### src/sv/dns_name_decompressor_defines.svh
// ----------------------------------------------------------------------------
// DNS name decompressor assertion macros
// Shared property shapes for the block's concurrent checks.
// ----------------------------------------------------------------------------
`ifndef DNS_NAME_DECOMPRESSOR_DEFINES_SVH
`define DNS_NAME_DECOMPRESSOR_DEFINES_SVH

// Same-cycle implication, disabled during reset.
`define DND_ASSERT_IMP(label, ante, cons, msg) \
    label: assert property (@(posedge clk) disable iff (!rst_n) (ante) |-> (cons)) \
        else $error(msg);

// Next-cycle implication, disabled during reset.
`define DND_ASSERT_NXT(label, ante, cons, msg) \
    label: assert property (@(posedge clk) disable iff (!rst_n) (ante) |=> (cons)) \
        else $error(msg);

`endif

### src/sv/dnd_pkg.sv
// ----------------------------------------------------------------------------
// dnd_pkg
// Constants, codes and hand-off types of the DNS name decompressor.
// ----------------------------------------------------------------------------
package dnd_pkg;

    localparam int BUFFER_BYTES = 512;
    localparam int PKT_AW       = $clog2(BUFFER_BYTES);
    localparam int MAX_HOPS     = 8;
    localparam int HOP_W        = 4;
    localparam int TEXT_CAP     = 256;
    localparam int TXT_AW       = $clog2(TEXT_CAP);

    localparam logic [8:0]  CAP_RESET   = 9'd256;
    localparam logic [7:0]  PTR_MASK    = 8'hc0;
    localparam logic [13:0] OFFSET_MASK = 14'h3fff;
    localparam logic [7:0]  NUL_BYTE    = 8'h00;
    localparam logic [7:0]  DOT_CHAR    = 8'h2e;

    localparam logic CMD_LOAD   = 1'b0;
    localparam logic CMD_DECODE = 1'b1;

    localparam logic [2:0] ST_OK       = 3'd0;
    localparam logic [2:0] ST_TOO_LONG = 3'd1;
    localparam logic [2:0] ST_PTR_OFF  = 3'd2;
    localparam logic [2:0] ST_HOPS     = 3'd3;
    localparam logic [2:0] ST_RANGE    = 3'd4;

    // Finished decode handed from the walker to the packer.
    typedef struct packed {
        logic       start;
        logic [8:0] text_len;
        logic [2:0] status;
        logic [8:0] enc_len;
    } dnd_job_t;

endpackage

### src/sv/dnd_packer.sv
// ----------------------------------------------------------------------------
// dnd_packer
// Reads the decoded text back one character at a time, packs up to four per
// result and drives the registered result port.
// ----------------------------------------------------------------------------
`include "dns_name_decompressor_defines.svh"

module dnd_packer (
    input  logic                       clk,
    input  logic                       rst_n,
    input  dnd_pkg::dnd_job_t          job,
    output logic                       txt_re,
    output logic [dnd_pkg::TXT_AW-1:0] txt_raddr,
    input  logic [7:0]                 txt_rdata,
    output logic                       busy,
    output logic                       rsp_valid,
    input  logic                       rsp_stall,
    output logic [7:0]                 char0,
    output logic [7:0]                 char1,
    output logic [7:0]                 char2,
    output logic [7:0]                 char3,
    output logic [2:0]                 char_count,
    output logic                       last,
    output logic [2:0]                 status,
    output logic [8:0]                 encoded_len
);

    typedef enum logic [2:0] {
        P_IDLE   = 3'b001,
        P_GATHER = 3'b010,
        P_PUSH   = 3'b100
    } pack_state_t;

    pack_state_t state_reg, state_next;
    logic [8:0]       len_reg, len_next;
    logic [2:0]       st_reg, st_next;
    logic [8:0]       enc_reg, enc_next;
    logic [8:0]       gidx_reg, gidx_next;
    logic [2:0]       lane_reg, lane_next;
    logic             pend_reg, pend_next;
    logic [3:0][7:0]  chars_reg, chars_next;

    logic             out_valid_reg, out_valid_next;
    logic [3:0][7:0]  out_chars_reg, out_chars_next;
    logic [2:0]       out_count_reg, out_count_next;
    logic             out_last_reg, out_last_next;
    logic [2:0]       out_status_reg, out_status_next;
    logic [8:0]       out_enc_reg, out_enc_next;

    logic             can_issue;
    logic             push;
    logic             is_last;

    assign busy    = (state_reg != P_IDLE);
    assign is_last = (gidx_reg == len_reg);
    assign push    = (state_reg == P_PUSH) && (!out_valid_reg || !rsp_stall);

    always_comb
    begin
        state_next = state_reg;
        len_next   = len_reg;
        st_next    = st_reg;
        enc_next   = enc_reg;
        gidx_next  = gidx_reg;
        lane_next  = lane_reg;
        pend_next  = pend_reg;
        chars_next = chars_reg;
        txt_re     = 1'b0;
        txt_raddr  = gidx_reg[dnd_pkg::TXT_AW-1:0];
        can_issue  = 1'b0;

        unique case (state_reg)
            P_IDLE:
            begin
                if (job.start)
                begin
                    len_next   = job.text_len;
                    st_next    = job.status;
                    enc_next   = job.enc_len;
                    gidx_next  = '0;
                    lane_next  = '0;
                    pend_next  = 1'b0;
                    chars_next = '0;
                    state_next = P_GATHER;
                end
            end
            P_GATHER:
            begin
                // capture the read issued last cycle, then issue the next one
                if (pend_reg)
                begin
                    chars_next[lane_reg[1:0]] = txt_rdata;
                end
                lane_next = lane_reg + 3'(pend_reg);
                can_issue = (lane_next < 3'd4) && (gidx_reg < len_reg);
                if (can_issue)
                begin
                    txt_re    = 1'b1;
                    gidx_next = gidx_reg + 9'd1;
                    pend_next = 1'b1;
                end
                else
                begin
                    pend_next  = 1'b0;
                    state_next = P_PUSH;
                end
            end
            P_PUSH:
            begin
                if (push)
                begin
                    chars_next = '0;
                    lane_next  = '0;
                    state_next = is_last ? P_IDLE : P_GATHER;
                end
            end
            default:
            begin
                state_next = P_IDLE;
            end
        endcase
    end

    always_comb
    begin
        out_valid_next  = out_valid_reg;
        out_chars_next  = out_chars_reg;
        out_count_next  = out_count_reg;
        out_last_next   = out_last_reg;
        out_status_next = out_status_reg;
        out_enc_next    = out_enc_reg;
        if (push)
        begin
            out_valid_next  = 1'b1;
            out_chars_next  = chars_reg;
            out_count_next  = lane_reg;
            out_last_next   = is_last;
            out_status_next = is_last ? st_reg : dnd_pkg::ST_OK;
            out_enc_next    = is_last ? enc_reg : 9'd0;
        end
        else if (out_valid_reg && !rsp_stall)
        begin
            out_valid_next = 1'b0;
        end
    end

    always_ff @(posedge clk or negedge rst_n)
    begin
        if (!rst_n)
        begin
            state_reg      <= P_IDLE;
            len_reg        <= '0;
            st_reg         <= '0;
            enc_reg        <= '0;
            gidx_reg       <= '0;
            lane_reg       <= '0;
            pend_reg       <= 1'b0;
            chars_reg      <= '0;
            out_valid_reg  <= 1'b0;
            out_chars_reg  <= '0;
            out_count_reg  <= '0;
            out_last_reg   <= 1'b0;
            out_status_reg <= '0;
            out_enc_reg    <= '0;
        end
        else
        begin
            state_reg      <= state_next;
            len_reg        <= len_next;
            st_reg         <= st_next;
            enc_reg        <= enc_next;
            gidx_reg       <= gidx_next;
            lane_reg       <= lane_next;
            pend_reg       <= pend_next;
            chars_reg      <= chars_next;
            out_valid_reg  <= out_valid_next;
            out_chars_reg  <= out_chars_next;
            out_count_reg  <= out_count_next;
            out_last_reg   <= out_last_next;
            out_status_reg <= out_status_next;
            out_enc_reg    <= out_enc_next;
        end
    end

    assign rsp_valid   = out_valid_reg;
    assign char0       = out_chars_reg[0];
    assign char1       = out_chars_reg[1];
    assign char2       = out_chars_reg[2];
    assign char3       = out_chars_reg[3];
    assign char_count  = out_count_reg;
    assign last        = out_last_reg;
    assign status      = out_status_reg;
    assign encoded_len = out_enc_reg;

    `DND_ASSERT_IMP(a_err_empty, out_valid_reg && out_status_reg != dnd_pkg::ST_OK,
        out_count_reg == 3'd0 && out_last_reg && out_enc_reg == 9'd0,
        "error result carries text")
    `DND_ASSERT_IMP(a_full_groups, out_valid_reg && !out_last_reg,
        out_count_reg == 3'd4, "short group before the last one")
    `DND_ASSERT_IMP(a_gather_bound, state_reg == P_GATHER,
        gidx_reg <= len_reg, "text read past decoded length")
    `DND_ASSERT_NXT(a_push_shows, push, out_valid_reg, "pushed result not presented")

endmodule

### config.mk
export PLATFORM = sky130hd
export DESIGN_NAME = dnd_packer
export DESIGN_NICKNAME = d
export VERILOG_FILES = /design/src/sv/dnd_pkg.sv /design/src/sv/dnd_packer.sv
export VERILOG_INCLUDE_DIRS = /design/src /design/src/sv
export SDC_FILE = /design/constraint.sdc
export NUM_CORES = 1
export LEC_CHECK = 0
export ABC_CLOCK_PERIOD_IN_PS = 2270
export BUFFER_PORTS_ARGS = -buffer_cell sky130_fd_sc_hd__buf_2
export CAP_MARGIN = 0
export CORE_MARGIN = 10
export CORE_UTILIZATION = 55
export DETAILED_ROUTE_END_ITERATION = 6
export PLACE_DENSITY = 0.78
export SLEW_MARGIN = 20
export SYNTH_ARGS = -nofsm -noshare
export SYNTH_HDL_FRONTEND = slang
export SYNTH_SLANG_ARGS = --single-unit
### constraint.sdc
create_clock -name clk -period 2.27 [get_ports clk]
set_input_delay 0.3405 -clock clk [delete_from_list [all_inputs] [get_ports clk]]
set_output_delay 0.3405 -clock clk [all_outputs]
set_load 0.01 [all_outputs]
* After elaboration in Yosys (flattened, before gate mapping)
Index checks and enable logic that the tools add are counted. Widths: inputs -> output; s select.
Operators by class: $add $sub $neg 2, $lt $le $gt $ge 4, reductions and logical operators 16, equal/unequal tests 10, mux-type cells 26
Operators with widths (number):
- $mux 32 | 3
- $pmux 32 s3 | 1
- $bwmux 32 | 1
- $mux 9 | 3
- $mux 3 | 6
- $pmux 3 s3 | 2
- $pmux 9 s2 | 1
- $demux 8 s2 | 1
- $ne 2x2->1 const B | 5
- $add 9x1->9 const B | 1
- $eq 9x9->1 | 1
- $lt 9x9->1 | 1
- $reduce_and 3->1 | 3
- $mux 8 | 1
- $mux 1 | 5
- $logic_and 1x1->1 | 4
- $reduce_and 2->1 | 2
- $reduce_and 4->1 | 1
- $reduce_bool 2->1 | 2
- $add 3x1->3 | 1
- $eq 3x1->1 const B | 1
- $eq 3x2->1 const B | 1
- $eq 3x3->1 const B | 1
- $lt 2x3->1 const B | 1
- other kinds (8) | 9
Storage, ports and cells: input port bits 33, output and inout bits 59, register bits after elaboration 118, word-level logic and storage cells 78

* Depth between registers and ports, before layout
depth after elaboration 7, gate-level depth with buffers 7, mapped depth without buffers 7

* Worst setup path after synthesis
Ideal clock, no wire load.
path type register -> output, start point register lane_reg[0], end point output txt_re, arrival 1582 ps, required time 1929 ps, buffers on the path 0, slack 348 ps, stages on the path, launching flop included 7, cells stage by stage dfrtp_1 > ha_1 > ha_1 > xnor2_1 > o211ai_1 > or2_1 > nor2_4
On the way: cells in the longest elaborated chain, start to end 5
RTL lines:
- start: declaration | line dnd_packer.sv:39 | logic [2:0] lane_reg, lane_next;
- start signal: assignment | line dnd_packer.sv:173 | lane_reg <= lane_next;
- $add 3x1->3 | line dnd_packer.sv:94 | lane_next = lane_reg + 3'(pend_reg);
- $lt 3x3->1 | line dnd_packer.sv:95 | can_issue = (lane_next < 3'd4) && (gidx_reg < len_reg);
- $logic_and 1x1->1 | line dnd_packer.sv:95
- $mux 1 | line dnd_packer.sv:96 | if (can_issue)
- $mux 1 | line dnd_packer.sv:72 | unique case (state_reg)
- end: declaration | line dnd_packer.sv:12 | output logic txt_re,
No other way between the ends.

* Worst setup path in the final report
start point register gidx_reg[3], end point output txt_re
On the way: cells in the longest elaborated chain, start to end 4
RTL lines:
- start: declaration | line dnd_packer.sv:38 | logic [8:0] gidx_reg, gidx_next;
- start signal: assignment | line dnd_packer.sv:172 | gidx_reg <= gidx_next;
- $lt 9x9->1 | line dnd_packer.sv:95
- $logic_and 1x1->1 | line dnd_packer.sv:95
- $mux 1 | line dnd_packer.sv:96
- $mux 1 | line dnd_packer.sv:72
No other way between the ends.

==> qor.yml <==
status: "finished with violations"
violations: "negative setup slack"
synth_nets: 441
hpwlAfterDp_mm: 7.731
holdPathEnd: "enc_reg[7]"
hp-class: "in2reg"
tightest_slew_ns: 0.6488
dr_total_vias: 3574
detail-route-antenna-nets: 0
clkSlewWorstSetupHoldPaths_ns: 0.06
r2r_start: "lane_reg[0]"
ios: 92
coreArea_um2: 8763
fin_hold_ws_ns: 0.02490
antenna_found_initial: 0
hold_depth: 3
wire_per_inst_um: 18.39
peakVddDrop_uv: 648.4
max_freq_mhz: 425.6
dr.pass1.iters: 4
utilization_pct: 72.43
rsz0062_at_grt: "true"
use_met3_pct: 6.250
slew_headroom_pct: 56.51
critPathMaxStageDelay_ns: 0.46
avgViaCountPerCell: 5.611
finalSetupViolCount: 1
placed_area_um2: 5523
pwr-share-comb_pct: 23.4
yosys-top-cells-count: "117 x dfrtp_1, 60 x nand2_1, 46 x a22o_1"
reg2reg_depth: 9
dieArea_um2: 13260
period_share_pct: 103.5
syn_area_um2: 4979
pwr-share-clk_pct: 37.9
synthDistinctLibCells: 49
end_kind: "output pin"
r2r_end: "gidx_reg[6]"
hold_viol_final: 0
power_frac_seq_pct: 38.7
grt_pass1_vias: 3724
fin_worst_skew_ns: 0.007279
grt_max_degree: 119
synth_top_cell_by_area: "dfrtp_1"
layout.nets: 561
powerDensity_nw_per_um2: 1046
maxSlewViolCount: 0
crit_fanout: 6
ys_async_sr_fraction_pct: 100.0
start_util_pct: 56.81
cpMaxStageDelayCell: "dfrtp_2"
synth_edf_count: 0
antennaDiodeCount: 0
p_leak_nw: 3.373
crit_type: "reg2out"
pre_cts_ws_ns: 0.1385
port_buffers: 91
swShare_pct: 30.95
path_delay_family: "flip-flops"
drc_errors: 0
total_power_mw: 6.641
grtUsageTotal_pct: 17.80
area_growth_pct: 27.49
crit_required_ns: 1.93
crit_buf_inv: 1
power_switching_mw: 2.055
setup_slack_ns: -0.07958
synth_top_area_share_pct: 58.81
clock-sinks: 118
place_congestion: 0.7907
critPathLaunch: "gidx_reg[3]"
fill_cells: 567
path_cells: "ha_4 -> nand3_4 -> o21bai_4 -> a31oi_4 -> nor2_4 -> buf_6"
routed_wirelength_mm: 11.71
synthTopCellsByArea: "dfrtp_1 59%, a22o_1 8.1%, mux2_2 6.6%"
drive_gt1_share_pct: 41.02
finalCriticalPeriod_ns: 2.350
yosysMostFrequentCell: "dfrtp_1"
numCtsBuffers: 17
clockBufferDepth: 2
grt_use_met1_pct: 22.47
placementRows: 34
synthCells: 396
ys_seq_area_share_pct: 59.34
insertion_delay_ns: 0.51
synth.avg_cell_area_um2: 12.57
yosys_warnings: 0
cts_tree: "built"
ff2ff_setup_slack_ns: 0.19
largest_reg_flops: 32
grt-ovfl-total: 0
die_w_um: 115.1
ys_seq_elements: 118
power.internal_mw: 4.585
cp_data_arrival_time_ns: 2.01
initialDrtViolationCount: 186
postLayoutCellArea_um2: 6347
synth_ff_type: "dfrtp_1"
htreeDepth: 4
worstHoldStart: "job[7]"
die_h_um: 115.1
met2_usage_pct: 27.63
cp.depth: 6
start_kind: "register"
grt_busiest_layer: "met2"
ctsRootBufferMaster: "clkbuf_8"
max_cap_viol_count: 0
grt_pass1_wl_mm: 18.69
placed cells by master (no fill, tap or decap), drive strengths merged, types with 3 or more instances in the layout:
cell type,n
and3,6
o21ai,17
nor3,3
clkbuf,20
ha,12
clkinvlp,4
dlygate4sd3,4
mux2,36
nor2b,3
nand2,66
o211ai,3
inv,12
clkinv,4
a221o,5
dfrtp,117
nor2,13
a21oi,5
a22o,46
buf,116
nand3,8
timing repair:
action	4_1_cts	5_1_grt
hold buffers	4	0
gates resized for setup	12	6
endpoints found under the hold margin	120	0
pin swaps	6	5
setup buffers	7	9
setup endpoints to repair	1	1
power groups by stage:
stage | Sequential (mW) | Clock, mW | Combinational (mW)
5_1_grt | 2.61 | 2.66 | 1.72
6_report | 2.57 | 2.52 | 1.55
3_5_place_dp | 2.61 | 0 | 1.32
2_1_floorplan | 2.58 | 0 | 0.909
4_1_cts | 2.57 | 2.55 | 1.44
3_3_place_gp | 2.59 | 0 | 1.26
worst min-delay path, stage by stage:
cell	delay, ns
buf_2	0.07
nand2_1	0.04
nand2_1	0.05
routing by layer:
layer  up-vias  routed length (µm)
met3        15                 757
li1       1663                   -
met4         0                 179
met1      1795                4849
met5         -                   0
met2       101                5926
worst max path at each step:
| stage | endpoint | slack, ns |
|---|---|---|
| 2_1_floorplan | txt_re | 0.35 |
| 3_3_place_gp | txt_re | 0.17 |
| 4_1_cts | txt_re | -0.10 |
| 6_report | txt_re | -0.08 |
| 5_1_grt | txt_re | -0.15 |
| 3_5_place_dp | txt_re | 0.14 |
final cells by class:
type                       instances  area, µm²  area share [%]
timing repair buffer             120      704.4           11.10
tap                              108      135.1           2.129
clock buffer                      20      435.4           6.860
clock inverter                    12      127.6           2.011
sequential                       118       2960           46.64
multi-input combinational        249       1947           30.67
inverter                          10      37.54          0.5914
through the flow:
stage | std cells | TNS, ns
CTS | 628 | -0.1044
global placement | 585 | 0
global route | 637 | -0.1467
floorplan | 396 | 0
detailed placement | 585 | 0
finish | 637 | -0.07958
kinds of logic after synthesis:
| group | Yosys count | synth area share, % |
|---|---|---|
| mux | 37 | 8.872 |
| simple gates | 113 | 11.34 |
| xor+xnor | 1 | 0.1760 |
| buf+inv | 29 | 3.343 |
| fa+ha+maj | 12 | 3.016 |
| compound gates | 86 | 13.92 |
| flops | 118 | 59.34 |
(Power assumes the default switching activity.)
