### src/sv/dns_name_decompressor_defines.svh
// ----------------------------------------------------------------------------
// DNS name decompressor assertion macros
// Shared property shapes for the block's concurrent checks.
// ----------------------------------------------------------------------------
`ifndef DNS_NAME_DECOMPRESSOR_DEFINES_SVH
`define DNS_NAME_DECOMPRESSOR_DEFINES_SVH

// Same-cycle implication, disabled during reset.
`define DND_ASSERT_IMP(label, ante, cons, msg) \
    label: assert property (@(posedge clk) disable iff (!rst_n) (ante) |-> (cons)) \
        else $error(msg);

// Next-cycle implication, disabled during reset.
`define DND_ASSERT_NXT(label, ante, cons, msg) \
    label: assert property (@(posedge clk) disable iff (!rst_n) (ante) |=> (cons)) \
        else $error(msg);

`endif

### src/sv/dnd_pkg.sv
// ----------------------------------------------------------------------------
// dnd_pkg
// Constants, codes and hand-off types of the DNS name decompressor.
// ----------------------------------------------------------------------------
package dnd_pkg;

    localparam int BUFFER_BYTES = 512;
    localparam int PKT_AW       = $clog2(BUFFER_BYTES);
    localparam int MAX_HOPS     = 8;
    localparam int HOP_W        = 4;
    localparam int TEXT_CAP     = 256;
    localparam int TXT_AW       = $clog2(TEXT_CAP);

    localparam logic [8:0]  CAP_RESET   = 9'd256;
    localparam logic [7:0]  PTR_MASK    = 8'hc0;
    localparam logic [13:0] OFFSET_MASK = 14'h3fff;
    localparam logic [7:0]  NUL_BYTE    = 8'h00;
    localparam logic [7:0]  DOT_CHAR    = 8'h2e;

    localparam logic CMD_LOAD   = 1'b0;
    localparam logic CMD_DECODE = 1'b1;

    localparam logic [2:0] ST_OK       = 3'd0;
    localparam logic [2:0] ST_TOO_LONG = 3'd1;
    localparam logic [2:0] ST_PTR_OFF  = 3'd2;
    localparam logic [2:0] ST_HOPS     = 3'd3;
    localparam logic [2:0] ST_RANGE    = 3'd4;

    // Finished decode handed from the walker to the packer.
    typedef struct packed {
        logic       start;
        logic [8:0] text_len;
        logic [2:0] status;
        logic [8:0] enc_len;
    } dnd_job_t;

endpackage

### src/sv/dnd_walker.sv
// ----------------------------------------------------------------------------
// dnd_walker
// Walks a compressed name through the packet store, writes the dotted text
// into the text store and reports status and encoded length.
// ----------------------------------------------------------------------------
`include "dns_name_decompressor_defines.svh"

module dnd_walker (
    input  logic                      clk,
    input  logic                      rst_n,
    input  logic                      start,
    input  logic [13:0]               start_pos,
    input  logic [14:0]               packet_len,
    input  logic                      allow,
    input  logic [8:0]                max_out_len,
    output logic                      pkt_re,
    output logic [dnd_pkg::PKT_AW-1:0] pkt_raddr,
    input  logic [7:0]                pkt_rdata,
    output logic                      txt_we,
    output logic [dnd_pkg::TXT_AW-1:0] txt_waddr,
    output logic [7:0]                txt_wdata,
    output logic                      busy,
    output dnd_pkg::dnd_job_t         job
);

    typedef enum logic [5:0] {
        W_IDLE  = 6'b000001,
        W_FETCH = 6'b000010,
        W_LEN   = 6'b000100,
        W_COPY  = 6'b001000,
        W_DOT   = 6'b010000,
        W_PTR   = 6'b100000
    } walk_state_t;

    walk_state_t state_reg, state_next;
    logic [13:0] pos_reg, pos_next;
    logic [14:0] limit_reg, limit_next;
    logic        allow_reg, allow_next;
    logic [8:0]  tc_reg, tc_next;
    logic [8:0]  ec_reg, ec_next;
    logic [dnd_pkg::HOP_W-1:0] hops_reg, hops_next;
    logic        at_start_reg, at_start_next;
    logic [5:0]  cnt_reg, cnt_next;
    logic [5:0]  hi_reg, hi_next;
    dnd_pkg::dnd_job_t job_reg, job_next;

    logic [8:0]  cap;
    logic        fin;
    logic [2:0]  fin_status;
    logic [13:0] pos_inc;

    assign cap = (max_out_len > 9'(dnd_pkg::TEXT_CAP)) ? 9'(dnd_pkg::TEXT_CAP) : max_out_len;
    assign pos_inc = pos_reg + 14'd1;

    // Length byte is read at pos; label bytes and pointer low byte at pos + 1.
    assign pkt_re    = (state_reg != W_IDLE);
    assign pkt_raddr = (state_reg == W_FETCH) ? pos_reg[dnd_pkg::PKT_AW-1:0]
                                              : pos_inc[dnd_pkg::PKT_AW-1:0];
    assign busy      = (state_reg != W_IDLE);
    assign job       = job_reg;

    always_comb
    begin
        state_next    = state_reg;
        pos_next      = pos_reg;
        limit_next    = limit_reg;
        allow_next    = allow_reg;
        tc_next       = tc_reg;
        ec_next       = ec_reg;
        hops_next     = hops_reg;
        at_start_next = at_start_reg;
        cnt_next      = cnt_reg;
        hi_next       = hi_reg;
        job_next      = '0;
        txt_we        = 1'b0;
        txt_waddr     = tc_reg[dnd_pkg::TXT_AW-1:0];
        txt_wdata     = pkt_rdata;
        fin           = 1'b0;
        fin_status    = dnd_pkg::ST_OK;

        unique case (state_reg)
            W_IDLE:
            begin
                if (start)
                begin
                    pos_next      = start_pos;
                    limit_next    = (packet_len > 15'(dnd_pkg::BUFFER_BYTES))
                                    ? 15'(dnd_pkg::BUFFER_BYTES) : packet_len;
                    allow_next    = allow;
                    tc_next       = '0;
                    ec_next       = '0;
                    hops_next     = '0;
                    at_start_next = 1'b1;
                    state_next    = W_FETCH;
                end
            end
            W_FETCH:
            begin
                if ({1'b0, pos_reg} >= limit_reg)
                begin
                    fin        = 1'b1;
                    fin_status = dnd_pkg::ST_RANGE;
                end
                else
                begin
                    state_next = W_LEN;
                end
            end
            W_LEN:
            begin
                if (pkt_rdata == dnd_pkg::NUL_BYTE)
                begin
                    ec_next = ec_reg + 9'(at_start_reg);
                    fin     = 1'b1;
                end
                else if ((pkt_rdata & dnd_pkg::PTR_MASK) == 8'h00)
                begin
                    if ({1'b0, tc_reg} + {2'b00, pkt_rdata} + 10'd1 > {1'b0, cap})
                    begin
                        fin        = 1'b1;
                        fin_status = dnd_pkg::ST_TOO_LONG;
                    end
                    else if ({1'b0, pos_reg} + {7'd0, pkt_rdata} >= limit_reg)
                    begin
                        fin        = 1'b1;
                        fin_status = dnd_pkg::ST_RANGE;
                    end
                    else
                    begin
                        cnt_next   = pkt_rdata[5:0];
                        pos_next   = pos_inc;
                        if (at_start_reg)
                        begin
                            ec_next = ec_reg + {1'b0, pkt_rdata} + 9'd1;
                        end
                        state_next = W_COPY;
                    end
                end
                else
                begin
                    if (!allow_reg)
                    begin
                        fin        = 1'b1;
                        fin_status = dnd_pkg::ST_PTR_OFF;
                    end
                    else if ({1'b0, pos_inc} >= limit_reg)
                    begin
                        fin        = 1'b1;
                        fin_status = dnd_pkg::ST_RANGE;
                    end
                    else if (hops_reg >= dnd_pkg::HOP_W'(dnd_pkg::MAX_HOPS))
                    begin
                        fin        = 1'b1;
                        fin_status = dnd_pkg::ST_HOPS;
                    end
                    else
                    begin
                        hops_next     = hops_reg + dnd_pkg::HOP_W'(1);
                        if (at_start_reg)
                        begin
                            ec_next = ec_reg + 9'd2;
                        end
                        at_start_next = 1'b0;
                        hi_next       = pkt_rdata[5:0];
                        state_next    = W_PTR;
                    end
                end
            end
            W_COPY:
            begin
                txt_we   = 1'b1;
                tc_next  = tc_reg + 9'd1;
                pos_next = pos_inc;
                cnt_next = cnt_reg - 6'd1;
                if (cnt_reg == 6'd1)
                begin
                    state_next = W_DOT;
                end
            end
            W_DOT:
            begin
                txt_we     = 1'b1;
                txt_wdata  = dnd_pkg::DOT_CHAR;
                tc_next    = tc_reg + 9'd1;
                state_next = W_FETCH;
            end
            W_PTR:
            begin
                pos_next   = {hi_reg, pkt_rdata} & dnd_pkg::OFFSET_MASK;
                state_next = W_FETCH;
            end
            default:
            begin
                state_next = W_IDLE;
            end
        endcase

        if (fin)
        begin
            state_next      = W_IDLE;
            job_next.start  = 1'b1;
            job_next.status = fin_status;
            if (fin_status == dnd_pkg::ST_OK)
            begin
                // drop the trailing dot
                job_next.text_len = (tc_reg == 9'd0) ? 9'd0 : tc_reg - 9'd1;
                job_next.enc_len  = ec_next;
            end
        end
    end

    always_ff @(posedge clk or negedge rst_n)
    begin
        if (!rst_n)
        begin
            state_reg    <= W_IDLE;
            pos_reg      <= '0;
            limit_reg    <= '0;
            allow_reg    <= 1'b0;
            tc_reg       <= '0;
            ec_reg       <= '0;
            hops_reg     <= '0;
            at_start_reg <= 1'b0;
            cnt_reg      <= '0;
            hi_reg       <= '0;
            job_reg      <= '0;
        end
        else
        begin
            state_reg    <= state_next;
            pos_reg      <= pos_next;
            limit_reg    <= limit_next;
            allow_reg    <= allow_next;
            tc_reg       <= tc_next;
            ec_reg       <= ec_next;
            hops_reg     <= hops_next;
            at_start_reg <= at_start_next;
            cnt_reg      <= cnt_next;
            hi_reg       <= hi_next;
            job_reg      <= job_next;
        end
    end

    `DND_ASSERT_IMP(a_hops_bounded, state_reg != W_IDLE,
        hops_reg <= dnd_pkg::HOP_W'(dnd_pkg::MAX_HOPS), "hop count passed its limit")
    `DND_ASSERT_IMP(a_text_in_range, txt_we,
        tc_reg < 9'(dnd_pkg::TEXT_CAP), "text write beyond text store")

endmodule

### config.mk
export PLATFORM = sky130hd
export DESIGN_NAME = dnd_walker
export DESIGN_NICKNAME = d
export VERILOG_FILES = /design/src/sv/dnd_pkg.sv /design/src/sv/dnd_walker.sv
export VERILOG_INCLUDE_DIRS = /design/src /design/src/sv
export SDC_FILE = /design/constraint.sdc
export NUM_CORES = 1
export LEC_CHECK = 0
export BUFFER_PORTS_ARGS = -buffer_cell sky130_fd_sc_hd__buf_2
export CAP_MARGIN = 20
export CORE_UTILIZATION = 59
export DETAILED_ROUTE_END_ITERATION = 8
export PLACE_DENSITY = 0.79
export SLEW_MARGIN = 20
export SYNTH_ARGS = -nofsm -noshare
export SYNTH_HDL_FRONTEND = slang
export SYNTH_SLANG_ARGS = --single-unit
export TNS_END_PERCENT = 50
### constraint.sdc
create_clock -name clk -period 5.9 [get_ports clk]
set_input_delay 1.475 -clock clk [delete_from_list [all_inputs] [get_ports clk]]
set_output_delay 1.475 -clock clk [all_outputs]
set_load 0.05 [all_outputs]
Word-level counts from Yosys, hierarchy flattened
Cells that the tools add are included.
W data, S select, Z words.
{"block": "op_classes", "add_sub_neg": 12, "n_eq_ne": 26, "n_mux": 77, "n_bitwise": 4, "reduce_logical": 17, "magnitude_cmp": 7}
{"op": "$mux W9", "n": 16}
{"op": "$mux W6", "n": 15}
{"op": "$mux W14", "n": 5}
{"op": "$pmux W14 S4", "n": 1}
{"op": "$pmux W9 S2", "n": 2}
{"op": "$ge A14 B15 Y1", "n": 2}
{"op": "$pmux W6 S5", "n": 1}
{"op": "$mux W4", "n": 6}
{"op": "$mux W22", "n": 1}
{"op": "$mux W3", "n": 7}
{"op": "$ne A4 B4 Y1 const B", "n": 5}
{"op": "$add A9 B1 Y9 const B", "n": 2}
{"op": "$ne A2 B2 Y1 const B", "n": 9}
{"op": "$logic_not A8 Y1", "n": 2}
{"op": "$add A14 B8 Y15", "n": 1}
{"op": "$ge A15 B15 Y1", "n": 1}
{"op": "$gt A15 B10 Y1 const B", "n": 1}
{"op": "$mux W1", "n": 15}
{"op": "$mux W15", "n": 1}
{"op": "$add A14 B1 Y14 const B", "n": 1}
{"op": "$eq A6 B1 Y1 const B", "n": 2}
{"op": "$ne A3 B3 Y1 const B", "n": 4}
{"op": "$pmux W6 S2", "n": 1}
{"op": "$reduce_and A6 Y1", "n": 2}
{"op": "other kinds (32)", "n": 40}
{"block": "totals", "output_inout_bits": 50, "reg_bits": 93}

Longest topological paths before layout
Gate-level depths: netlist of run 1.
{"block": "logic_depth", "depth_word": 10, "ltp_mapped": 21, "ltp_nobuf": 20}

Least setup slack after synthesis of run 1
OpenSTA, ideal clock, no wires.
{"block": "synth_path", "kind": "input-to-reg", "start": "input port pkt_rdata[0]", "end": "register ec_reg[1]", "arrival_ns": 5.097, "n_path_buf": 1, "stages": 21, "setup_time_ns": 0.076, "setup_slack_ns": 0.726, "t_required_ns": 5.824, "cell_sequence": "ha_1 -> inv_1 -> fa_1 -> nor2b_1 -> o21ai_0 -> nand2b_1 -> a21o_1 -> a21oi_1 -> o21ai_0 -> nand3_1 -> xnor2_1 -> ha_1 -> and2_0 -> a221o_1 -> a21oi_1 -> o21ai_1 -> or4_1 -> clkbuf_2 -> o22ai_1 -> a31oi_1 -> o21ai_1"}
{"block": "synth_via", "elab_chain_len": 8}
{"element": "start, declared", "line": "dnd_walker.sv:18", "rtl": "input logic [7:0] pkt_rdata,"}
{"element": "parallel branches: the longest is 6 deep, another holds $add A9 B8 Y10"}
{"element": "$mux W9 *", "line": "dnd_walker.sv:111", "rtl": "if (pkt_rdata == dnd_pkg::NUL_BYTE)"}
{"element": "$pmux W9 S2 *", "line": "dnd_walker.sv:81", "rtl": "unique case (state_reg)"}
{"element": "net ec_next[1]", "line": "dnd_walker.sv:40", "rtl": "logic [8:0] ec_reg, ec_next;"}
{"element": "end signal, assigned", "line": "dnd_walker.sv:235", "rtl": "ec_reg <= ec_next;"}
{"element": "end, declared", "line": "dnd_walker.sv:40"}
Mark *: on every way through the listed nets, which the timed path passes.
A chain may end at the register's enable or synchronous reset.

Worst setup path after layout of run 1
{"block": "layout_path", "start": "input port pkt_rdata[0]", "end": "register cnt_reg[2]"}
{"block": "layout_via", "elab_chain_len": 5}
{"element": "$add A9 B8 Y10", "line": "dnd_walker.sv:118", "rtl": "if ({1'b0, tc_reg} + {2'b00, pkt_rdata} + 10'd1 > {1'b0, cap})"}
{"element": "$add A10 B1 Y10", "line": "dnd_walker.sv:118"}
{"element": "$gt A10 B9 Y1", "line": "dnd_walker.sv:118"}
{"element": "$ne A2 B2 Y1 (no source line)"}
{"element": "$reduce_and A5 Y1 (no source line) *"}
{"element": "end signal, assigned", "line": "dnd_walker.sv:238", "rtl": "cnt_reg <= cnt_next;"}
{"element": "end, declared", "line": "dnd_walker.sv:43", "rtl": "logic [5:0] cnt_reg, cnt_next;"}
Every way passes the cells marked *; elsewhere a longest branch is shown, timed or not.

==> results.py, run 1 <==
metrics = {
    "cells_and_area": {
        "largest_register_ffs": 22,
        "num_antenna_cells": 0,
        "drive_gt1_frac": 0.155,
        "syn_to_final_growth_pct": 12.3,
        "final_common_cell": "nor2_1",
        "finalNonFillerCells": 1095,
        "layout_common_cells": "nor2_1 (101), buf_2 (98), dfrtp_1 (92), nand2_1 (89), ha_1 (86)",
        "utilization": 0.681,
        "stdcell_area_mm2": 0.00818,
        "finalNetCount": 1082,
    },
    "synthesis": {
        "synth-simple-area-share": 0.223,
        "synth_xor_area_frac": 0.0709,
        "synth_top_family_by_area": "simple AND/OR/NAND/NOR gates",
        "syn_area_mm2": 0.00729,
        "synth_edf_count": 0,
        "ys_seq_elements": 93,
        "synth.distinct_cells": 76,
        "ys.flop_type": "dfrtp_1",
        "avgSynthCellArea_um2": 8.50,
        "synthMuxAreaShare": 0.0103,
        "yosysSeqAreaShare": 0.320,
        "synth-compound-area-share": 0.173,
        "synthesis.nets": 996,
        "ys_async_sr_fraction": 1.00,
        "synth_warnings": 0,
        "syn_inst": 857,
        "synth_fa_ha_area_frac": 0.156,
    },
    "timing": {
        "period_minus_slack_ns": 5.47,
        "slew-limit-headroom": 0.359,
        "clock_skew_ns": 0.00677,
        "fin_hold_ws_ns": 0.512,
        "hold_viol_final": 0,
        "finalMaxSlewViolations": 0,
        "rsz0062_at_grt": "no",
        "fmax_mhz": 183,
        "post-route-period-util": 0.927,
        "finalSetupViolCount": 0,
        "finalSetupTns_ns": 0,
        "tightest_slew_ns": 0.958,
    },
    "die": {
        "die_h_um": 113,
        "core-area_mm2": 0.0120,
        "boundaryPins": 100,
        "initial_core_util": 0.607,
        "die_w_um": 113,
        "dieArea_mm2": 0.0128,
        "rows": 40,
    },
    "clock_tree": {
        "htreeDepth": 3,
        "cts_tree": "yes",
        "clk_pin_slew_worst_paths_ns": 0.06,
        "clock_latency_ns": 0.35,
        "clock_sinks": 93,
        "cts_hold_buf": 0,
        "clockRootBuffer": "clkbuf_16",
        "clock_path_buffers": 2,
        "cts_resized": 0,
        "cts-buffers-inserted": 9,
        "post-cts-setup-buffers": 0,
    },
    "worst_hold_path": {
        "hp-class": "register to register",
        "min_from": "hi_reg[3]$_DFFE_PN0P_",
    },
    "global_routing": {
        "grt_pass1_wl_um": 32100,
        "grt_pass1_vias": 6428,
        "grt_overflow": 0,
        "grt.total_usage": 0.322,
        "antenna_found_initial": 0,
        "met3_usage": 0.0354,
        "grt.busiest_layer": "met2",
        "use_met2": 0.541,
        "grt_max_degree": 49,
        "met1_usage": 0.422,
    },
    "status": {
        "status": "finished clean",
    },
    "drt": {
        "vias": 6723,
        "routed_wirelength_um": 19600,
        "ant_nets": 0,
        "drt-vias-per-instance": 6.14,
        "wl_per_cell_um": 17.9,
        "drc": 0,
        "drt_iter0_drc": 652,
        "first_pass_iters": 5,
    },
    "placement": {
        "io_buffers": 99,
        "place_congestion": 0.903,
        "dp.cells": 1079,
        "dp_hpwl_um": 14600,
        "dpl-instance-area_mm2": 0.00789,
    },
    "job": {
        "drv_cap": 0,
    },
    "worst_setup_path": {
        "crit_arrival_ns": 5.70,
        "cp_max_fo": 7,
        "end_kind": "register",
        "critPathLaunch": "pkt_rdata[0]",
        "cp-start-kind": "input port",
        "worstPathRequired_ns": 6.14,
        "r2r_start": "pos_reg[0]$_DFFE_PN0P_",
        "worstSetupPathType": "input port to register",
    },
    "power": {
        "p_int_mw": 1.81,
        "switchingPower_mw": 1.64,
        "seq_power_share": 0.279,
        "clock_power_share": 0.171,
        "cellPowerDensity_mw_per_mm2": 421,
        "ir_worst_vdd_uv": 213,
        "netSwitchingFraction": 0.476,
        "power.leakage_nw": 3.94,
        "combPwrFrac": 0.550,
    },
}
==> cell families after synthesis <==
logic type,after synthesis
muxes,7
AOI/OAI and AO/OA,196
adders and majority gates,89
xor gates and xnor gates,59
and+or+nand+nor,331
DFF,93
buffers and inverters,82
==> power by group through the flow <==
stage,clock network (mW),registers (mW),logic [mW]
2_1_floorplan,0,0.898,1.46
3_3_place_gp,0,0.962,1.81
3_5_place_dp,0,0.965,1.87
4_1_cts,0.597,0.954,1.89
5_1_grt,0.621,0.978,2.11
6_report,0.589,0.962,1.90
==> per-stage QoR <==
| stage | setup slack, ns | power (mW) |
|---|---|---|
| after detailed placement | 0.123 | 2.84 |
| after CTS | 0.488 | 3.44 |
| after global routing | 0.0326 | 3.71 |
| after floorplan | 0.726 | 2.36 |
| after global placement | 0.272 | 2.78 |
| final | 0.433 | 3.45 |
==> worst paths after layout <==
kind | endpoint | depth (start not counted) | slack (ns)
setup reg to reg | cnt_reg[2]$_DFFE_PN0P_ | 19 | 1.07
hold / removal | hi_reg[3]$_DFFE_PN0P_ | 1 | 0.51
min in group asynchronous | pos_reg[7]$_DFFE_PN0P_ | 1 | 1.14
setup / recovery | cnt_reg[2]$_DFFE_PN0P_ | 20 | 0.43
max in group asynchronous | hi_reg[4]$_DFFE_PN0P_ | 2 | 3.71
hold reg to reg | hi_reg[3]$_DFFE_PN0P_ | 1 | 0.51
==> per-layer routing <==
layer,vias to the layer above,wire [µm]
met3,45,1210
li1,3212,-
met1,3184,8370
met5,-,0
met4,0,661
met2,282,9420
==> synthesized netlist by cell type, types with 17 or more instances <==
cell type  number  area share
a21oi_1        44       0.030
clkbuf_1       21       0.011
dfrtp_1        92        0.32
ha_1           86        0.15
inv_1          44       0.023
nand2_1        89       0.046
nand3_1        32       0.022
nand4_1        17       0.015
nor2_1        101       0.052
o21ai_0        54       0.037
xnor2_1        32       0.038
xor2_1         27       0.032
==> layout make-up <==
cell class / instances / area [µm²]
Timing Repair Buffer: 112 / 596
Inverter: 45 / 169
Multi-Input combinational cell: 682 / 4610
Clock buffer: 12 / 246
Sequential cell: 93 / 2330
Clock inverter: 4 / 47.5
Fill cell: 1017 / 3830
Tap cell: 147 / 184
==> critical path, stage by stage <==
cell and delay [ns]:
buf_2 0.11, ha_1 0.17, inv_1 0.06, fa_1 0.41
nor2b_1 0.13, o21ai_0 0.09, nand2b_1 0.12, a21o_1 0.12
a21oi_1 0.09, o21ai_0 0.38, nand3_1 0.17, xnor2_1 0.17
ha_1 0.30, and2_0 0.19, a221o_1 0.30, a21oi_1 0.14
o21ai_1 0.25, nor4_4 0.47, nand2_1 0.23, o221a_2 0.35
Note: power is estimated with default switching activity, not from simulation.
==> inputs of run 2 (changes only) <==
--- a/config.mk
+++ b/config.mk
@@ -8,9 +8,9 @@
 export LEC_CHECK = 0
 export BUFFER_PORTS_ARGS = -buffer_cell sky130_fd_sc_hd__buf_2
 export CAP_MARGIN = 20
-export CORE_UTILIZATION = 59
+export CORE_UTILIZATION = 30
 export DETAILED_ROUTE_END_ITERATION = 8
-export PLACE_DENSITY = 0.79
+export PLACE_DENSITY = 0.44
 export SLEW_MARGIN = 20
 export SYNTH_ARGS = -nofsm -noshare
 export SYNTH_HDL_FRONTEND = slang
==> run 2 against run 1 <==
Critical path depth grew 2; global-route usage shrank 12 points; non-clock buffer count increased by 5.
==> results.py, run 2 (synthesis results as in run 1) <==
metrics = {
    "status": {
        "status": "finished clean",
    },
    "clock_tree": {
        "post-cts-setup-buffers": 0,
        "cts-buffers-inserted": 9,
        "clk_pin_slew_worst_paths_ns": 0.08,
        "cts_tree": "yes",
        "htreeDepth": 3,
        "cts_resized": 0,
        "clock_latency_ns": 0.36,
        "cts_hold_buf": 0,
        "clock_path_buffers": 2,
        "clock_sinks": 93,
        "clockRootBuffer": "clkbuf_16",
    },
    "timing": {
        "finalSetupViolCount": 0,
        "period_minus_slack_ns": 5.31,
        "fmax_mhz": 188,
        "finalMaxSlewViolations": 0,
        "clock_skew_ns": 0.0139,
        "post-route-period-util": 0.900,
        "fin_hold_ws_ns": 0.507,
        "rsz0062_at_grt": "no",
        "tightest_slew_ns": 0.787,
        "finalSetupTns_ns": 0,
        "hold_viol_final": 0,
        "slew-limit-headroom": 0.475,
    },
    "die": {
        "dieArea_mm2": 0.0249,
        "die_h_um": 158,
        "initial_core_util": 0.309,
        "rows": 56,
        "boundaryPins": 100,
        "die_w_um": 158,
        "core-area_mm2": 0.0236,
    },
    "worst_setup_path": {
        "crit_arrival_ns": 5.55,
        "cp-start-kind": "input port",
        "r2r_end": "ec_reg[3]$_DFF_PN0_",
        "worstPathRequired_ns": 6.13,
        "worstSetupPathType": "input port to register",
        "reg2regPathDepth": 21,
        "end_kind": "register",
        "endpoint": "ec_reg[3]$_DFF_PN0_",
        "critPathLaunch": "pkt_rdata[0]",
        "r2r_start": "pos_reg[0]$_DFFE_PN0P_",
        "cp_max_fo": 4,
        "reg2reg_slack_ns": 1.21,
    },
    "global_routing": {
        "grt_pass1_wl_um": 37600,
        "grt_pass1_vias": 6507,
        "grt_max_degree": 56,
        "grt_overflow": 0,
        "grt.total_usage": 0.202,
        "antenna_found_initial": 2,
    },
    "cells_and_area": {
        "finalNetCount": 1087,
        "final_common_cell": "nor2_1",
        "finalNonFillerCells": 1273,
        "largest_register_ffs": 22,
        "syn_to_final_growth_pct": 16.0,
        "layout_common_cells": "nor2_1 (100), buf_2 (98), dfrtp_1 (92), nand2_1 (89), ha_1 (86)",
        "drive_gt1_frac": 0.163,
        "regArea_mm2": 0.00233,
        "multi_input_area_mm2": 0.00462,
        "nFillCells": 2505,
    },
    "drt": {
        "vias": 6540,
        "routed_wirelength_um": 23900,
        "drt-vias-per-instance": 5.14,
        "drt_iter0_drc": 333,
        "drc": 0,
        "first_pass_iters": 7,
        "wl_per_cell_um": 18.7,
        "ant_nets": 0,
    },
    "placement": {
        "dp.cells": 1256,
        "io_buffers": 99,
        "dp_hpwl_um": 18100,
        "place_congestion": 0.835,
    },
    "power": {
        "ir_worst_vdd_uv": 173,
        "power.leakage_nw": 3.97,
        "cellPowerDensity_mw_per_mm2": 420,
    },
    "worst_hold_path": {
        "hp-class": "register to register",
    },
    "job": {
        "drv_cap": 0,
    },
}
==> run 2: changes by cell type in the layout (fill, tap and decap cells not counted), moves of 2 or more <==
cell | previous run | this run
clkbuf_1 | 2 | 0
clkinv_2 | 2 | 0
inv_6 | 0 | 2
inv_8 | 0 | 3
buf_4 | 14 | 19
==> run 2: report_power, final <==
part | switching (mW) | internal, mW
combinational | 1.22 | 0.729
clock | 0.308 | 0.311
sequential | 0.214 | 0.758
total | 1.75 | 1.80
==> run 2: metal layers <==
metal	track usage	up-vias	wire, µm
met3	0.0367	18	1160
met2	0.329	142	11000
met1	0.276	3147	11400
met5	0	-	13
met4	0.0485	2	282
li1	-	3231	-
==> run 2: worst min-delay path by stage <==
stage / startpoint / to / slack (ns) / depth (start not counted)
after floorplan: hi_reg[0]$_DFFE_PN0P_ / hi_reg[0]$_DFFE_PN0P_ / 0.45 / 2
after global routing: allow_reg$_DFFE_PN0P_ / job[10]$_DFF_PN0_ / 0.53 / 1
after detailed placement: hi_reg[1]$_DFFE_PN0P_ / hi_reg[1]$_DFFE_PN0P_ / 0.50 / 2
final: allow_reg$_DFFE_PN0P_ / job[10]$_DFF_PN0_ / 0.51 / 1
after CTS: allow_reg$_DFFE_PN0P_ / job[10]$_DFF_PN0_ / 0.51 / 1
after global placement: hi_reg[1]$_DFFE_PN0P_ / hi_reg[1]$_DFFE_PN0P_ / 0.49 / 2
==> run 2: metrics by stage <==
step | setup slack (ns) | area, µm² | util | power [mW]
6_report | 0.588 | 8450 | 0.358 | 3.55
5_1_grt | 0.286 | 8450 | 0.358 | 3.86
4_1_cts | 0.593 | 8440 | 0.357 | 3.58
3_5_place_dp | 0.213 | 8140 | 0.345 | 2.94
3_3_place_gp | 0.284 | 8140 | 0.345 | 2.93
2_1_floorplan | 0.726 | 7290 | - | 2.36
==> run 2: layout make-up <==
cell class,count,share of cell area
diodes,1,0.000296
multi-input cells,682,0.547
clock buffers,10,0.0283
repair buffers,117,0.0749
well taps,319,0.0472
inverters,45,0.0200
flip-flops and latches,93,0.276
clock inverters,6,0.00711
==> run 2: worst max-delay path: stages <==
cell and delay [ns]:
buf_2 0.13, ha_1 0.17, inv_1 0.06, fa_1 0.41, nor2b_1 0.12, o21ai_0 0.07
nand2b_1 0.11, a21o_1 0.13, a21oi_1 0.09, o21ai_0 0.27, buf_4 0.18, xor2_1 0.15
ha_1 0.26, a21o_1 0.16, a221o_1 0.32, a21oi_1 0.14, o21ai_1 0.19, buf_4 0.21
nor4b_1 0.43, nor3_1 0.12, a311oi_1 0.24, o21ai_0 0.10
==> inputs of run 3 (changes only) <==
--- a/config.mk
+++ b/config.mk
@@ -8,6 +8,7 @@
 export LEC_CHECK = 0
 export BUFFER_PORTS_ARGS = -buffer_cell sky130_fd_sc_hd__buf_2
 export CAP_MARGIN = 20
+export CORE_ASPECT_RATIO = 1.1
 export CORE_UTILIZATION = 30
 export DETAILED_ROUTE_END_ITERATION = 8
 export PLACE_DENSITY = 0.44
==> run 3 against run 2 <==
Clock power fell by 2%; sequential share of layout area rose by 0.12 points; critical path depth shrank 2; first-iteration DRC count shrank 18%; core utilization fell by 0.40 points; non-clock buffer count fell by 2; die area barely moved; cell count decreased by 1.3%.
==> results.py, run 3 (synthesis results as in run 1) <==
metrics = {
    "power": {
        "netSwitchingFraction": 0.483,
        "clock_power_share": 0.173,
        "ir_worst_vdd_uv": 154,
        "seq_power_share": 0.276,
        "cellPowerDensity_mw_per_mm2": 417,
        "p_int_mw": 1.81,
        "switchingPower_mw": 1.69,
        "power.leakage_nw": 3.96,
        "combPwrFrac": 0.551,
    },
    "cells_and_area": {
        "syn_to_final_growth_pct": 15.4,
        "drive_gt1_frac": 0.158,
        "finalNetCount": 1085,
        "largest_register_ffs": 22,
        "final_common_cell": "nor2_1",
        "stdcell_area_mm2": 0.00841,
        "layout_common_cells": "nor2_1 (101), buf_2 (98), dfrtp_1 (92), nand2_1 (89), ha_1 (86)",
        "num_antenna_cells": 0,
    },
    "timing": {
        "hold_viol_final": 0,
        "tightest_slew_ns": 0.808,
        "finalSetupViolCount": 0,
        "finalSetupTns_ns": 0,
        "post-route-period-util": 0.907,
        "rsz0062_at_grt": "no",
        "clock_skew_ns": 0.0125,
        "fmax_mhz": 187,
        "finalMaxSlewViolations": 0,
        "period_minus_slack_ns": 5.35,
        "slew-limit-headroom": 0.462,
    },
    "drt": {
        "drc": 0,
        "wl_per_cell_um": 18.7,
        "vias": 6416,
        "drt_iter0_drc": 274,
        "first_pass_iters": 5,
        "routed_wirelength_um": 23500,
        "ant_nets": 0,
        "drt-vias-per-instance": 5.11,
    },
    "die": {
        "initial_core_util": 0.307,
        "dieArea_mm2": 0.0249,
        "rows": 59,
        "core-area_mm2": 0.0238,
        "die_w_um": 151,
        "boundaryPins": 100,
        "die_h_um": 165,
    },
    "global_routing": {
        "grt_overflow": 0,
        "grt_max_degree": 58,
        "grt.total_usage": 0.198,
        "grt_pass1_wl_um": 37000,
        "grt_pass1_vias": 6446,
        "antenna_found_initial": 0,
    },
    "clock_tree": {
        "clockRootBuffer": "clkbuf_16",
        "clk_pin_slew_worst_paths_ns": 0.07,
        "post-cts-setup-buffers": 0,
        "cts-buffers-inserted": 9,
        "clock_latency_ns": 0.36,
        "htreeDepth": 3,
        "clock_sinks": 93,
        "clock_path_buffers": 2,
        "cts_tree": "yes",
        "cts_hold_buf": 0,
    },
    "worst_setup_path": {
        "reg2reg_slack_ns": 1.16,
        "cp_max_fo": 7,
        "end_kind": "register",
        "crit_slowest_cell": "nor4_4",
        "r2r_start": "pos_reg[0]$_DFFE_PN0P_",
        "reg2regPathDepth": 19,
        "worstPathRequired_ns": 6.15,
        "crit_arrival_ns": 5.60,
        "cp-start-kind": "input port",
        "r2r_end": "cnt_reg[2]$_DFFE_PN0P_",
        "path_cells": "buf_2 -> ha_1 -> inv_1 -> fa_1 -> nor2b_1 -> o21ai_0 -> nand2b_1 -> a21o_1 -> a21oi_1 -> o21ai_1 -> nand3_1 -> xnor2_1 -> ha_1 -> and2_0 -> a221o_1 -> a21oi_1 -> o21ai_1 -> nor4_4 -> nand2_1 -> o221a_2",
        "endpoint": "cnt_reg[2]$_DFFE_PN0P_",
        "worstSetupPathType": "input port to register",
        "critPathMaxStageDelay_ns": 0.48,
        "critPathLaunch": "pkt_rdata[0]",
    },
    "placement": {
        "place_congestion": 0.795,
        "dpl-instance-area_mm2": 0.00812,
        "dp_hpwl_um": 17800,
        "io_buffers": 99,
    },
    "status": {
        "status": "finished clean",
    },
    "worst_hold_path": {
        "hp-class": "register to register",
    },
    "job": {
        "drv_cap": 0,
    },
}
run 3: power groups by stage:
| stage | logic [mW] | registers [mW] | clock network (mW) |
|---|---|---|---|
| final | 1.93 | 0.968 | 0.606 |
| after global routing | 2.18 | 0.989 | 0.645 |
| after CTS | 1.95 | 0.967 | 0.627 |
| after detailed placement | 1.94 | 0.977 | 0 |
| after global placement | 1.93 | 0.978 | 0 |
| after floorplan | 1.46 | 0.898 | 0 |
run 3: area by class of cell:
| class | count | area (µm²) |
|---|---|---|
| clock inverter | 5 | 60.1 |
| timing repair buffer | 115 | 631 |
| fill | 2563 | 15400 |
| inverter | 45 | 169 |
| sequential | 93 | 2330 |
| multi-input combinational | 682 | 4610 |
| tap | 305 | 382 |
| clock buffer | 11 | 233 |
run 3: what timing repair did:
item	4_1_cts	5_1_grt
setup endpoints to repair	0	5
gates resized for setup	0	1
hold endpoints to repair	0	0
run 3: routing by layer:
layer,share of wire,up-vias,GRT usage
li1,-,3223,-
met1,0.47,3044,0.261
met2,0.48,126,0.341
met3,0.034,23,0.0236
met4,0.019,0,0.0541
met5,0,-,0
run 3: how the worst min path moves through the flow:
stage	endpoint	startpoint	slack, ns	cells after the start
after global routing	hi_reg[3]$_DFFE_PN0P_	hi_reg[3]$_DFFE_PN0P_	0.54	1
after floorplan	hi_reg[0]$_DFFE_PN0P_	hi_reg[0]$_DFFE_PN0P_	0.45	2
final	hi_reg[3]$_DFFE_PN0P_	hi_reg[3]$_DFFE_PN0P_	0.51	1
after detailed placement	hi_reg[4]$_DFFE_PN0P_	hi_reg[4]$_DFFE_PN0P_	0.50	1
after global placement	hi_reg[4]$_DFFE_PN0P_	hi_reg[4]$_DFFE_PN0P_	0.49	1
after CTS	hi_reg[4]$_DFFE_PN0P_	hi_reg[4]$_DFFE_PN0P_	0.52	1
run 3: worst max-delay path: cells and delay by family:
family / cells / cell delay (ns)
fa+ha+maj: 3 / 0.87
xor+xnor: 1 / 0.16
buf+inv: 2 / 0.16
compound gates: 8 / 1.65
simple gates: 6 / 1.29
run 3: metrics by stage:
| stage | total power, mW | setup WS (ns) | std cells | utilization | hold slack [ns] |
|---|---|---|---|---|---|
| after global placement | 2.90 | 0.122 | 1240 | 0.342 | 0.488 |
| after floorplan | 2.36 | 0.726 | 857 | - | 0.450 |
| after CTS | 3.54 | 0.418 | 1256 | 0.354 | 0.516 |
| final | 3.51 | 0.547 | 1256 | 0.354 | 0.513 |
| after detailed placement | 2.91 | 0.0621 | 1240 | 0.342 | 0.498 |
| after global routing | 3.81 | 0.125 | 1256 | 0.354 | 0.535 |
